### src/rtl/amseq_pkg.sv
// Shared types, register indexes and reset values for the appliance mode sequencer.
package amseq_pkg;

	localparam int TIME_WIDTH_DEF = 32;
	localparam int NOW_W          = 32;
	localparam int CFG_W          = 32;
	localparam int CNT_W          = 8;
	localparam int IDX_W          = 3;

	typedef enum logic [2:0] {
		MODE_IDLE    = 3'd0,
		MODE_ATTRACT = 3'd1,
		MODE_FILLING = 3'd2,
		MODE_FILLED  = 3'd3,
		MODE_PETTING = 3'd4,
		MODE_SAD     = 3'd5,
		MODE_HAPPY   = 3'd6
	} mode_t;

	localparam logic [IDX_W-1:0] REG_ATTRACT_DURATION = 3'd0;
	localparam logic [IDX_W-1:0] REG_ATTRACT_DELAY    = 3'd1;
	localparam logic [IDX_W-1:0] REG_SAD_DELAY        = 3'd2;
	localparam logic [IDX_W-1:0] REG_SAD_DURATION     = 3'd3;
	localparam logic [IDX_W-1:0] REG_HAPPY_DELAY      = 3'd4;
	localparam logic [IDX_W-1:0] REG_REFILL_THRESHOLD = 3'd5;
	localparam logic [IDX_W-1:0] REG_PETTING_DURATION = 3'd6;

	localparam logic [CFG_W-1:0] RST_ATTRACT_DURATION = 32'd30000;
	localparam logic [CFG_W-1:0] RST_ATTRACT_DELAY    = 32'd120000;
	localparam logic [CFG_W-1:0] RST_SAD_DELAY        = 32'd300000;
	localparam logic [CFG_W-1:0] RST_SAD_DURATION     = 32'd25000;
	localparam logic [CFG_W-1:0] RST_HAPPY_DELAY      = 32'd10000;
	localparam logic [CNT_W-1:0] RST_REFILL_THRESHOLD = 8'd10;
	localparam logic [CFG_W-1:0] RST_PETTING_DURATION = 32'd60000;

	localparam logic [CNT_W-1:0] CNT_MAX = '1;

	typedef struct packed {
		logic [CFG_W-1:0] attract_duration;
		logic [CFG_W-1:0] attract_delay;
		logic [CFG_W-1:0] sad_delay;
		logic [CFG_W-1:0] sad_duration;
		logic [CFG_W-1:0] happy_delay;
		logic [CNT_W-1:0] refill_threshold;
		logic [CFG_W-1:0] petting_duration;
	} cfg_t;

	typedef struct packed {
		logic bottle_present;
		logic pump_running;
		logic person_near;
		logic touch_active;
		logic servo_done;
		logic display_done;
	} flags_t;

	typedef struct packed {
		mode_t            mode;
		logic             mode_changed;
		logic             stop_pump;
		logic [CNT_W-1:0] refills;
	} result_t;

endpackage

### src/rtl/amseq_step.sv
// Transition rules of one poll: next mode, change flag, stop-pump flag and refill count.
module amseq_step import amseq_pkg::*; #(
	parameter int TIME_WIDTH = TIME_WIDTH_DEF
) (
	input  mode_t                 cur_mode,
	input  logic [TIME_WIDTH-1:0] entry_time,
	input  logic [CNT_W-1:0]      refill_count,
	input  cfg_t                  cfg,
	input  logic [TIME_WIDTH-1:0] now,
	input  flags_t                flags,
	output result_t               res
);

	localparam int CMP_W = (TIME_WIDTH > CFG_W) ? TIME_WIDTH : CFG_W;

	logic [TIME_WIDTH-1:0] elapsed;
	logic [CMP_W-1:0]      el;
	mode_t                 next_mode;
	logic                  stop;
	logic                  changed;

	// Elapsed time wraps with the timestamp width.
	assign elapsed = now - entry_time;
	assign el      = CMP_W'(elapsed);

	always_comb begin
		next_mode = cur_mode;
		stop      = 1'b0;
		unique case (cur_mode)
			MODE_IDLE: begin
				if (flags.bottle_present) next_mode = MODE_FILLING;
				else if (refill_count >= cfg.refill_threshold &&
					el > CMP_W'(cfg.happy_delay)) next_mode = MODE_HAPPY;
				else if (flags.person_near && el > CMP_W'(cfg.attract_delay))
					next_mode = MODE_ATTRACT;
				else if (flags.touch_active) next_mode = MODE_PETTING;
				else if (el > CMP_W'(cfg.sad_delay)) next_mode = MODE_SAD;
			end
			MODE_ATTRACT: begin
				if (flags.bottle_present) next_mode = MODE_FILLING;
				else if (flags.touch_active) next_mode = MODE_PETTING;
				else if (el > CMP_W'(cfg.attract_duration)) next_mode = MODE_IDLE;
			end
			MODE_FILLING: begin
				if (!flags.bottle_present && flags.pump_running) begin
					next_mode = MODE_FILLED;
					stop      = 1'b1;
				end else if (!flags.pump_running) begin
					next_mode = MODE_FILLED;
				end
			end
			MODE_FILLED: begin
				if (!flags.bottle_present) next_mode = MODE_IDLE;
			end
			MODE_PETTING: begin
				if (flags.bottle_present) next_mode = MODE_FILLING;
				else if (el > CMP_W'(cfg.petting_duration)) next_mode = MODE_IDLE;
			end
			MODE_SAD: begin
				if (flags.bottle_present) next_mode = MODE_FILLING;
				else if (flags.person_near) next_mode = MODE_ATTRACT;
				else if (el >= CMP_W'(cfg.sad_duration)) next_mode = MODE_IDLE;
			end
			MODE_HAPPY: begin
				if (flags.bottle_present) next_mode = MODE_FILLING;
				else if (flags.servo_done && flags.display_done) next_mode = MODE_IDLE;
			end
			default: begin
				next_mode = MODE_IDLE;
			end
		endcase
	end

	assign changed = (next_mode != cur_mode);

	always_comb begin
		res.mode         = next_mode;
		res.mode_changed = changed;
		res.stop_pump    = stop;
		res.refills      = refill_count;
		if (changed) begin
			if (next_mode == MODE_FILLED) begin
				if (refill_count != CNT_MAX) res.refills = refill_count + CNT_W'(1);
			end else if (next_mode == MODE_HAPPY || next_mode == MODE_SAD) begin
				res.refills = '0;
			end
		end
	end

endmodule

### src/rtl/appliance_mode_sequencer.sv
// Mode sequencer for a bottle-filling kiosk: input stage, rule logic and result stage.
//
// Usage: each poll beat on the input channel carries a millisecond timestamp and
// the sensor flags. Every poll produces exactly one result beat with the mode after
// the poll, a mode-change flag, a stop-pump flag and the refill count.
// The poll is captured in an input register; the transition rules are evaluated
// from that register and the mode state, and the result is captured in an output
// register while the state is updated in the same edge.
// A result beat passes the input register and then the result register; a stall
// of the receiver can hold it between them. Throughput is one poll per cycle while
// the receiver does not stall; the path that sets it is the combinational rule
// evaluation from the input register to the result register.
// When the receiver stalls, the result register holds its beat, the input
// register keeps the next poll, and in_ready drops once both are full.
// Configuration writes are taken every cycle (cfg_ready is always high); indexes
// beyond the register list are ignored. Write only while no poll is in flight.
// Reset puts the mode in idle, clears the entry time and refill count, loads
// the default register values and empties both stages.
module appliance_mode_sequencer import amseq_pkg::*; #(
	parameter int TIME_WIDTH = TIME_WIDTH_DEF
) (
	input  logic             clk,
	input  logic             arst_n,
	input  logic             cfg_valid,
	output logic             cfg_ready,
	input  logic [IDX_W-1:0] cfg_index,
	input  logic [CFG_W-1:0] cfg_data,
	input  logic             in_valid,
	output logic             in_ready,
	input  logic [NOW_W-1:0] now_ms,
	input  logic             bottle_present,
	input  logic             pump_running,
	input  logic             person_near,
	input  logic             touch_active,
	input  logic             servo_done,
	input  logic             display_done,
	output logic             out_valid,
	input  logic             out_ready,
	output logic [2:0]       mode,
	output logic             mode_changed,
	output logic             stop_pump,
	output logic [CNT_W-1:0] refills
);

	cfg_t                  cfg_q;
	mode_t                 mode_q;
	logic [TIME_WIDTH-1:0] entry_q;
	logic [CNT_W-1:0]      count_q;

	logic                  valid_s1;
	logic [TIME_WIDTH-1:0] now_s1;
	flags_t                flags_s1;
	logic                  valid_s2;
	result_t               res_s2;

	result_t               step_res;
	logic                  advance;

	assign cfg_ready = 1'b1;
	assign advance   = valid_s1 && (!valid_s2 || out_ready);
	assign in_ready  = !valid_s1 || !valid_s2 || out_ready;

	always_ff @(posedge clk or negedge arst_n) begin
		if (!arst_n) begin
			cfg_q.attract_duration <= RST_ATTRACT_DURATION;
			cfg_q.attract_delay    <= RST_ATTRACT_DELAY;
			cfg_q.sad_delay        <= RST_SAD_DELAY;
			cfg_q.sad_duration     <= RST_SAD_DURATION;
			cfg_q.happy_delay      <= RST_HAPPY_DELAY;
			cfg_q.refill_threshold <= RST_REFILL_THRESHOLD;
			cfg_q.petting_duration <= RST_PETTING_DURATION;
		end else if (cfg_valid) begin
			unique case (cfg_index)
				REG_ATTRACT_DURATION: cfg_q.attract_duration <= cfg_data;
				REG_ATTRACT_DELAY:    cfg_q.attract_delay    <= cfg_data;
				REG_SAD_DELAY:        cfg_q.sad_delay        <= cfg_data;
				REG_SAD_DURATION:     cfg_q.sad_duration     <= cfg_data;
				REG_HAPPY_DELAY:      cfg_q.happy_delay      <= cfg_data;
				REG_REFILL_THRESHOLD: cfg_q.refill_threshold <= cfg_data[CNT_W-1:0];
				REG_PETTING_DURATION: cfg_q.petting_duration <= cfg_data;
				default: begin
				end
			endcase
		end
	end

	amseq_step #(
		.TIME_WIDTH(TIME_WIDTH)
	) u_step (
		.cur_mode    (mode_q),
		.entry_time  (entry_q),
		.refill_count(count_q),
		.cfg         (cfg_q),
		.now         (now_s1),
		.flags       (flags_s1),
		.res         (step_res)
	);

	// Control: stage valids and the mode state.
	always_ff @(posedge clk or negedge arst_n) begin
		if (!arst_n) begin
			valid_s1 <= 1'b0;
			valid_s2 <= 1'b0;
			mode_q   <= MODE_IDLE;
			entry_q  <= '0;
			count_q  <= '0;
		end else begin
			if (in_valid && in_ready) valid_s1 <= 1'b1;
			else if (advance) valid_s1 <= 1'b0;

			if (advance) valid_s2 <= 1'b1;
			else if (out_ready) valid_s2 <= 1'b0;

			if (advance) begin
				mode_q  <= step_res.mode;
				count_q <= step_res.refills;
				if (step_res.mode_changed) entry_q <= now_s1;
			end
		end
	end

	// Payload registers.
	always_ff @(posedge clk) begin
		if (in_valid && in_ready) begin
			now_s1                  <= TIME_WIDTH'(now_ms);
			flags_s1.bottle_present <= bottle_present;
			flags_s1.pump_running   <= pump_running;
			flags_s1.person_near    <= person_near;
			flags_s1.touch_active   <= touch_active;
			flags_s1.servo_done     <= servo_done;
			flags_s1.display_done   <= display_done;
		end
		if (advance) res_s2 <= step_res;
	end

	assign out_valid    = valid_s2;
	assign mode         = res_s2.mode;
	assign mode_changed = res_s2.mode_changed;
	assign stop_pump    = res_s2.stop_pump;
	assign refills      = res_s2.refills;

	// A stop-pump beat always reports a fresh entry into filled.
	a_stop_enters_filled: assert property (@(posedge clk) disable iff (!arst_n)
		out_valid && stop_pump |-> mode_changed && mode == MODE_FILLED)
		else $error("stop_pump without entry into filled");

	// Entering filled always leaves a nonzero refill count.
	a_filled_counts: assert property (@(posedge clk) disable iff (!arst_n)
		out_valid && mode_changed && mode == MODE_FILLED |-> refills != '0)
		else $error("refill count not advanced on entry into filled");

	// Entering happy or sad clears the refill count.
	a_reward_clears: assert property (@(posedge clk) disable iff (!arst_n)
		out_valid && mode_changed && (mode == MODE_HAPPY || mode == MODE_SAD)
		|-> refills == '0)
		else $error("refill count not cleared on entry into happy or sad");

	// The state registers track the mode and refill count of the last captured result beat.
	a_state_tracks: assert property (@(posedge clk) disable iff (!arst_n)
		advance |=> mode_q == res_s2.mode && count_q == res_s2.refills)
		else $error("mode state diverged from result");

	// The input stage can always take a beat while it is empty.
	a_ready_empty: assert property (@(posedge clk) disable iff (!arst_n)
		!valid_s1 |-> in_ready)
		else $error("input stalled while empty");

endmodule

### config.mk
export PLATFORM = sky130hd
export DESIGN_NAME = appliance_mode_sequencer
export DESIGN_NICKNAME = d
export VERILOG_FILES = /design/src/rtl/amseq_pkg.sv /design/src/rtl/amseq_step.sv /design/src/rtl/appliance_mode_sequencer.sv
export SDC_FILE = /design/constraint.sdc
export NUM_CORES = 1
export LEC_CHECK = 0
export BUFFER_PORTS_ARGS = -buffer_cell sky130_fd_sc_hd__clkbuf_2
export CORE_UTILIZATION = 42
export CTS_CLUSTER_SIZE = 24
export DETAILED_ROUTE_END_ITERATION = 8
export HOLD_SLACK_MARGIN = 0.12
export SLEW_MARGIN = 20
export SYNTH_ARGS = -nofsm -noshare
export SYNTH_HDL_FRONTEND = slang
export SYNTH_HIERARCHICAL = 1
export SYNTH_SLANG_ARGS = --single-unit
### constraint.sdc
create_clock -name clk -period 8.7 [get_ports clk]
set_input_delay 1.74 -clock clk [delete_from_list [all_inputs] [get_ports clk]]
set_output_delay 1.74 -clock clk [all_outputs]
set_load 0.005 [all_outputs]
==> impl_results.md <==
- Status: finished, final reports clean
- Syn. warnings: 6
- Area Growth Syn to Fin: 12.7%
- Total grt overflow: 0
- Setup Skew: 0.0290 ns
- Cell Int Power: 4610 µW
- First-pass GRT wire length: 70.6 mm
- Worst reg2reg path depth: 25
- Switching share of total power: 43.7%
- Synth cell types: 79
- Fmax achieved: 138 MHz
- RSZ-0062 raised after global routing: false
- Worst R2R Start: now_s1[0]
- Clk Latency, worst-skew pair: 0.55 ns
- Max Cap Viol: 0
- Clk sinks: 296
- Post-synth EDFFs: 51
- Hold_buf cts: 0
- Most frequent cells in the layout: 244 x inv_1, 236 x mux2_2, 232 x ha_1
- Initial cell density of the core: between 40% and 50%
- Comb power frac: 57.1%
- Placer Congestion: 0.840
- Layout cells sized above 1: 26.5%
- Maximum number of pins on one net before global-route repair: 110
- FFs w/ async S/R, synth: between 80% and 90%
- Clock tree from TritonCTS: done
- DP HPWL: 32.4 mm
- Relative slew slack: 22.5%
- Mapped Nets: 1926
- Fin. max-slew vios: 0
- Worst hold-check path type: reg2reg
- Die width: approximately 210 µm
- Slew at the pin with the worst max-slew slack: between 1 and 1.5 ns
- DR vias: 12600
- Commonest non-fill, non-tap cell in the layout: inv_1
- Nets@finish: around 2000
- H-tree depth: 2
- Total Neg Setup Slack: 0 ns
- GRT Total Usage: a little over a fifth
- Crit-path max FO: 32
- Worst reg2reg setup slack: around 1.4 ns
- DR pass1 iterations: 5
- Core area: 42100 µm²
- Area of the die: 43800 µm²
- Iter 0 DRT Violations: 658
- P_leak: 0.00953 µW
- Hold path cells: 1
- TritonCTS Buffers: 36
- Clock Pin Slew Worst Setup and Hold Paths: 0.06 ns
- PortBufs: 92
- Final hold slack: 0.485 ns
- PostCTS Resize Cnt: 0
- Number of post-CTS setup repair buffers: 0
- Rows: 75
- Fin crit share: 83.5%
- FILL cells: 3824
- Clk network pwr share: 18.8%
- Reg2reg end: entry_q[24]
- Prevailing post-synth register cell: dfrtp_1
- Syn Inst Count: 1615
- Peak supply drop: 0.152 mV
- WHS Endpoint: cfg_q[140]
- Final critical-path required period: approximately 7.3 ns
- Worst EP arrival: 7.70 ns
- Setup-failing EPs final: 0
- Flop pwr share: between 20% and 30%
- Root Buffer: clkbuf_16
- DR vias/cell: 5.47
- Die height: 209 µm
- Final WL: 44.8 mm
- Drt drc: 0
- Register bit total from synthesis: 296
- Setup CP Type: reg2reg
- Worst setup SP type: flop
- DRT antenna net count: 0
- Fin. Hold Viols: 0
- Sequential element share of the synthesized area: a little over two fifths
- Vias in the first global route: roughly 13000
- Io pins: 94
- Pwr Density: 403 nW/µm²
- Hold path startpoint: cfg_q[140]
- Clock buffer depth: 3
- CP endpoint kind: flop
- Sw power: approximately 3600 µW
- Avg Cell Area, Syn: ~11 µm²
- Mapped Area: 18000 µm²
- Antenna diodes: 0
- WL/cell: 19.5 µm
- Number of antenna violations at the first check in global routing: 0
- Worst EP required: 9.13 ns
==> cells by family (layout without fill, tap and decap cells) <==
| group | count (synthesis) | in the layout | synth area share (%) |
|---|---|---|---|
| flops | 296 | 296 | 42.8 |
| compound gates | 276 | 276 | 10.0 |
| buf+inv | 276 | 419 | 6.34 |
| simple gates | 260 | 260 | 7.97 |
| mux | 243 | 243 | 15.2 |
| fa+ha+maj | 233 | 233 | 16.2 |
| xor+xnor | 30 | 30 | 1.46 |
| other cells | 1 | 1 | 0.0208 |
==> power groups by stage <==
stage	logic [µW]	clock network [µW]	registers (µW)
after floorplan	3290	0	1930
after global placement	4490	0	1980
after detailed placement	4610	0	1990
after CTS	4650	1580	1970
after global routing	5250	1640	2020
final	4670	1540	1970
==> area by class of cell <==
cell class	instances	area, µm²	area share [%]
clock buffers	44	993	4.89
clock inverters	22	211	1.04
inverters	244	916	4.51
multi-input cells	1043	9190	45.2
flip-flops and latches	296	7710	38.0
well taps	539	674	3.32
repair buffers	109	618	3.04
==> critical path: stages, from the launching register on <==
cell	delay (ns)
edfxtp_1	0.39
inv_1	0.07
ha_1	0.16
inv_1	0.06
fa_1	0.40
a21oi_1	0.24
o2111ai_1	0.15
a21oi_1	0.29
o31ai_1	0.21
a211o_1	0.36
a21oi_1	0.28
a21oi_1	0.12
a311oi_1	0.34
xnor2_1	0.35
ha_1	0.40
nand2_1	0.07
nor4_2	0.45
o211ai_1	0.18
a311o_2	0.41
a21o_2	0.23
nor3b_2	0.28
o31ai_4	0.12
nand4b_4	0.20
a21o_1	0.13
and3_2	0.77
mux2_2	0.42
==> per-layer routing <==
layer / track usage [%] / up-vias / part of all wire [%]
met4: 8.14 / 0 / 3.3
li1: - / 6027 / -
met5: 0 / - / 0
met1: 29.1 / 6191 / 48
met3: 3.46 / 76 / 4.6
met2: 32.7 / 270 / 44
==> state kept, by name, summed over array words and instances, names as in the netlist <==
register,flops
mode_q,3
count_q,8
mode,3
cfg_q,200
mode_changed,1
out_valid,1
refills,8
stop_pump,1
entry_q,32
flags_s1,6
now_s1,32
valid_s1,1
==> how the worst max path moves through the flow <==
stage | from | end | cells past startpoint
after floorplan | now_s1[0] | entry_q[6] | 27
after global placement | now_s1[0] | entry_q[5] | 25
after detailed placement | now_s1[0] | entry_q[10] | 25
after CTS | now_s1[0] | entry_q[4] | 25
after global routing | now_s1[0] | entry_q[4] | 25
final | now_s1[0] | entry_q[24] | 25
==> Yosys cell counts, drive strengths merged, types with 4 or more instances <==
library cell / count / area [µm²]
nor2: 33 / 124
nand4: 37 / 244
buf: 28 / 193
and4: 5 / 43.8
a21oi: 104 / 521
inv: 244 / 916
o31ai: 4 / 43.8
nor2b: 9 / 56.3
a221oi: 5 / 43.8
a41oi: 7 / 68.8
nor4: 6 / 43.8
dfrtp: 203 / 5080
and3: 7 / 43.8
nand2: 68 / 255
nor3: 15 / 85.1
a31oi: 16 / 100
xor2: 6 / 52.6
edfxtp: 51 / 1530
xnor2: 24 / 210
o21ai: 40 / 200
o211ai: 13 / 97.6
dfstp: 42 / 1100
a211o: 6 / 53.8
ha: 232 / 2900
nand4b: 4 / 50.1
o21a: 10 / 75.1
nand2b: 16 / 100
clkbuf: 4 / 35.0
mux2: 243 / 2740
or4: 4 / 33.8
o21bai: 5 / 37.5
nand3: 36 / 185
a2111oi: 4 / 35.0
or3: 4 / 26.3
a211oi: 14 / 105
a21o: 20 / 153
and2: 6 / 37.5
==> through the flow <==
step / std cells / util (%) / total power [µW] / setup slack, ns / area (µm²)
global placement: 2230 / 45.3 / 6470 / 1.62 / 19100
global route: 2297 / 48.2 / 8910 / 0.908 / 20300
floorplan: 1615 / - / 5220 / 2.58 / 18000
CTS: 2296 / 48.1 / 8210 / 1.41 / 20300
detailed placement: 2230 / 45.3 / 6610 / 1.49 / 19100
finish: 2297 / 48.2 / 8180 / 1.43 / 20300
Note: power is estimated with default switching activity, not from simulation.
